### src/rtl/core/pfe_pkg.sv
// Shared types, character codes and decode helpers for the postfix evaluator.
package pfe_pkg;

    localparam int DATA_W        = 32;
    localparam int SYM_W         = 8;
    localparam int STATUS_W      = 2;
    localparam int STACK_DEPTH_D = 128;

    localparam logic [SYM_W-1:0] CH_NUL   = 8'h00;
    localparam logic [SYM_W-1:0] CH_ZERO  = 8'h30;
    localparam logic [SYM_W-1:0] CH_NINE  = 8'h39;
    localparam logic [SYM_W-1:0] CH_PLUS  = 8'h2B;
    localparam logic [SYM_W-1:0] CH_MINUS = 8'h2D;
    localparam logic [SYM_W-1:0] CH_STAR  = 8'h2A;
    localparam logic [SYM_W-1:0] CH_SLASH = 8'h2F;

    typedef enum logic [STATUS_W-1:0] {
        ST_OK        = 2'd0,
        ST_UNDERFLOW = 2'd1,
        ST_DIVZERO   = 2'd2,
        ST_INVALID   = 2'd3
    } t_status;

    typedef enum logic [2:0] {
        OP_ADD,
        OP_SUB,
        OP_MUL,
        OP_DIV,
        OP_BAD
    } t_op;

    // controller -> datapath
    typedef struct packed {
        logic    finish;
        logic    push_digit;
        logic    latch_op;
        logic    set_err;
        t_status err_code;
        logic    pop_two;
        logic    commit_alu;
        logic    div_start;
        logic    div_commit;
    } t_cmd;

    // datapath -> controller
    typedef struct packed {
        logic sym_nul;
        logic sym_digit;
        logic err_latched;
        logic count_lt2;
        logic rhs_zero;
        logic out_busy;
        logic div_done;
        t_op  op;
    } t_stat;

    function automatic t_op decode_op(input logic [SYM_W-1:0] sym);
        t_op op;
        case (sym)
            CH_PLUS:  op = OP_ADD;
            CH_MINUS: op = OP_SUB;
            CH_STAR:  op = OP_MUL;
            CH_SLASH: op = OP_DIV;
            default:  op = OP_BAD;
        endcase
        return op;
    endfunction

endpackage

### src/rtl/core/pfe_ctrl.sv
// Controller: sequences symbol handling, operator execution and division.
module pfe_ctrl (
    input  logic            i_clk,
    input  logic            i_rst_n,
    input  logic            i_sym_valid,
    output logic            o_sym_ready,
    input  pfe_pkg::t_stat  i_stat,
    output pfe_pkg::t_cmd   o_cmd
);
    import pfe_pkg::*;

    typedef enum logic [2:0] {
        S_IDLE = 3'b001,
        S_EXEC = 3'b010,
        S_DIV  = 3'b100
    } t_state;

    t_state r_state;
    t_state n_state;
    logic   w_take;

    assign o_sym_ready = (r_state == S_IDLE) && !(i_stat.sym_nul && i_stat.out_busy);
    assign w_take      = i_sym_valid && o_sym_ready;

    always_comb begin
        n_state = r_state;
        o_cmd   = '0;
        o_cmd.err_code = ST_OK;
        case (r_state)
            S_IDLE: begin
                if (w_take) begin
                    if (i_stat.sym_nul) begin
                        o_cmd.finish = 1'b1;
                    end else if (i_stat.err_latched) begin
                        o_cmd.finish = 1'b0;
                    end else if (i_stat.sym_digit) begin
                        o_cmd.push_digit = 1'b1;
                    end else if (i_stat.count_lt2) begin
                        o_cmd.set_err  = 1'b1;
                        o_cmd.err_code = ST_UNDERFLOW;
                    end else begin
                        o_cmd.latch_op = 1'b1;
                        n_state        = S_EXEC;
                    end
                end
            end
            S_EXEC: begin
                n_state = S_IDLE;
                case (i_stat.op)
                    OP_ADD, OP_SUB, OP_MUL: begin
                        o_cmd.commit_alu = 1'b1;
                    end
                    OP_DIV: begin
                        if (i_stat.rhs_zero) begin
                            o_cmd.set_err  = 1'b1;
                            o_cmd.err_code = ST_DIVZERO;
                            o_cmd.pop_two  = 1'b1;
                        end else begin
                            o_cmd.div_start = 1'b1;
                            n_state         = S_DIV;
                        end
                    end
                    default: begin
                        o_cmd.set_err  = 1'b1;
                        o_cmd.err_code = ST_INVALID;
                        o_cmd.pop_two  = 1'b1;
                    end
                endcase
            end
            S_DIV: begin
                if (i_stat.div_done) begin
                    o_cmd.div_commit = 1'b1;
                    n_state          = S_IDLE;
                end
            end
            default: begin
                n_state = S_IDLE;
            end
        endcase
    end

    always_ff @(posedge i_clk) begin
        if (!i_rst_n) begin
            r_state <= S_IDLE;
        end else begin
            r_state <= n_state;
        end
    end

    a_div_returns: assert property (@(posedge i_clk) disable iff (!i_rst_n)
        (r_state == S_DIV && i_stat.div_done) |=> (r_state == S_IDLE))
        else $error("divider finished but controller did not return");

    a_nul_not_stalled: assert property (@(posedge i_clk) disable iff (!i_rst_n)
        (w_take && i_stat.sym_nul) |-> !i_stat.out_busy)
        else $error("end of expression taken over an unread result");

endmodule

### config.mk
export PLATFORM = sky130hd
export DESIGN_NAME = pfe_ctrl
export DESIGN_NICKNAME = d
export VERILOG_FILES = /design/src/rtl/core/pfe_pkg.sv /design/src/rtl/core/pfe_ctrl.sv
export SDC_FILE = /design/constraint.sdc
export NUM_CORES = 1
export LEC_CHECK = 0
export CAP_MARGIN = 20
export CORE_AREA = 2 2 39 41
export DETAILED_ROUTE_END_ITERATION = 10
export DIE_AREA = 0 0 41 43
export DONT_BUFFER_PORTS = 1
export MAX_ROUTING_LAYER = met4
export PLACE_DENSITY = 0.38
export SYNTH_ARGS = -nofsm -noshare
export SYNTH_HDL_FRONTEND = slang
export SYNTH_SLANG_ARGS = --single-unit
### constraint.sdc
create_clock -name i_clk -period 1.9 [get_ports i_clk]
set_clock_uncertainty 0.05 [all_clocks]
set_input_delay 0.285 -clock i_clk [delete_from_list [all_inputs] [get_ports i_clk]]
set_output_delay 0.285 -clock i_clk [all_outputs]
set_load 0.03 [all_outputs]
==> metrics.cfg <==
[floorplan]
core_mm2=0.001384
ios=24
start_util_pct=18.72
die_w_um=41
die_h_um=43
dieArea_mm2=0.001763
rows=14

[cells_and_area]
largest-register=r_state
areaGrowthSynthToFinish_pct=48.31
antenna_cells=0
stdcell_area_um2=384.1
nets=59
reg_top3=r_state x3
largest_reg_flops=3
drive_gt1_share_pct=40.00

[timing]
rsz0062_at_grt=yes
fin_setup_tns_ps=0
fmax_ghz=0.5386
worst_slew_pin_slew_ps=546.4
period_minus_slack_ps=1857
setup_ws_ps=43.32
period_share_pct=97.72
final_hold_viol_count=0
finalSetupViolCount=0
slew_viol_final=0
slew-limit-headroom_pct=63.06

[global_route]
grt_remaining_overflow=0
globalRouteTotalUtil_pct=10.17
grt_max_degree=7
grt_pass1_vias=282
grt_first_pass_wirelength_um=1145
antenna_found_initial=0

[power_and_ir_drop]
ir_drop_mv=0.1915
p_int_w=0.0001551
swShare_pct=25.36
seqPwrFrac_pct=31.4
clock_power_share_pct=54.3
p_leak_nw=0.1528
power.total_w=0.0002078
switching_power_w=0.00005270
power.density_mw_per_mm2=541.0
comb_power_share_pct=14.3

[synth]
ys_warn_count=0
synth_nets=46
synth_simple_gate_area_share_pct=53.14
synth_compound_area_share_pct=17.39
muxShareOfSynthArea_pct=0
yosys.area.top_type=dfxtp_1
synth_top_area_share_pct=23.19
synth-xor-area-share_pct=0
ys_seq_elements=3
synth_top_family_by_area=simple AND/OR/NAND/NOR gates
syn_area_um2=259.0
synthAdderAreaFrac_pct=0
avgSynthCellArea_um2=7.848
yosysSeqAreaShare_pct=23.19
ys_types=20
synthTopCellsByArea=dfxtp_1 (23%), nor3b_1 (14%), nor4_4 (8.2%)
netlist_instances=33

[worst_setup_path]
start_kind=flip-flop
slowest_delay_ps=450
worstPathRequired_ps=1560
path_cells=or3b_4 -> nor4_4 -> buf_6
arrival_ps=1520
r2r_slack_ps=480
worstSetupPathType=flip-flop to output port
cp_max_fo=6
cp_slowest_cell=or3b_4
crit_path_end_kind=output port

[clock_network]
clkLatencyLatePin_ps=240
cts_max_path_buffers=2
numClockSinks=3
clk_pin_slew_worst_paths_ps=40
cts_buffers=3
cts_setup_buffers=0
hold_buffers=0
htreeDepth=1
tritoncts=yes
root_buffer=clkbuf_4

[detailed_routing]
drt_iter0_drc=2
vias=288
postRouteAntennaNets=0
route.detailed.drc=0
viasPerCell=4.721
wl_per_cell_um=11.75
firstDrtPassIters=2
drt-total-wl_um=717

[run_status]
outcome=finished, final reports clean

[place]
placed_cell_area_um2=346.6
gp_congestion=0.7103
place_ws_ps=208.1
dp_hpwl_um=588.6
io_buffers=0

[min_path]
hold_class=input pin to flip-flop

[job]
max-cap-violations=0

[cell families after synthesis]
kind of cell	count (synthesis)
and+or+nand+nor	20
AOI/OAI and AO/OA	7
DFF	3
buffers and inverters	3
[worst max-delay path, delay by kind of cell (launching register included)]
kind	cells	cell delay (ps)
AND/OR/NAND/NOR	2	730
buffers and inverters	1	180
flip-flops	1	370
[Yosys cell counts]
cell type	instances
or3b_2	1
nor2_1	2
a21oi_1	1
buf_4	1
o31ai_1	1
nor3b_1	5
and3_1	1
nand2_1	4
nor4_4	1
o21ai_0	2
nor4b_1	1
buf_2	1
nor3_1	3
a31oi_1	1
nand4b_1	1
o21a_1	1
or3b_1	1
dfxtp_1	3
a22o_1	1
inv_1	1
[through the flow]
step / util (%) / std cells / hold slack [ps]
floorplan: - / 33 / 440.1
global placement: 25.05 / 57 / 459.2
detailed placement: 25.05 / 57 / 455.8
CTS: 27.12 / 61 / 201.2
global route: 27.76 / 61 / 212.9
finish: 27.76 / 61 / 207.9
[placed cells by master (no fill, tap or decap), types with 2 or more instances in the layout]
cell type,netlist,final
o21ai_0,2,2
nor3_1,3,2
clkbuf_4,0,3
nand2_1,4,4
buf_4,1,9
dfxtp_1,3,3
nor3b_1,5,4
nor2_1,2,2
[power by group through the flow]
stage	Clock, W	Combinational [W]	Sequential, W
floorplan	0	0.0000220	0.0000659
global placement	0	0.0000293	0.0000660
detailed placement	0	0.0000295	0.0000661
CTS	0.000119	0.0000296	0.0000651
global route	0.000126	0.0000326	0.0000652
finish	0.000113	0.0000298	0.0000652
[layer usage]
metal | vias up | global-route usage (%) | wire (um)
met5 | - | - | 0
met4 | 0 | 8.000 | 8
met3 | 2 | 4.712 | 89
met2 | 20 | 14.06 | 346
met1 | 118 | 10.58 | 273
li1 | 148 | - | -
[repair_timing]
action                     in CTS  in global routing
resized for setup               1                  2
pin swaps                       0                  0
setup endpoints to repair       1                  5
[path summary, 6_finish.rpt]
check               end       start  cells past startpoint
max            o_cmd[1]  r_state[1]                      3
min          r_state[1]   i_stat[6]                      2
max reg2reg  r_state[2]  r_state[0]                      3
min reg2reg  r_state[1]  r_state[1]                      3
[area by class of cell]
| class | instances | area, um^2 |
|---|---|---|
| inverters | 1 | 3.754 |
| well taps | 16 | 20.02 |
| clock buffers | 4 | 26.28 |
| multi-input cells | 27 | 195.2 |
| flip-flops and latches | 3 | 60.06 |
| fillers | 159 | 999.7 |
| repair buffers | 10 | 78.83 |
(Power assumes the default switching activity.)
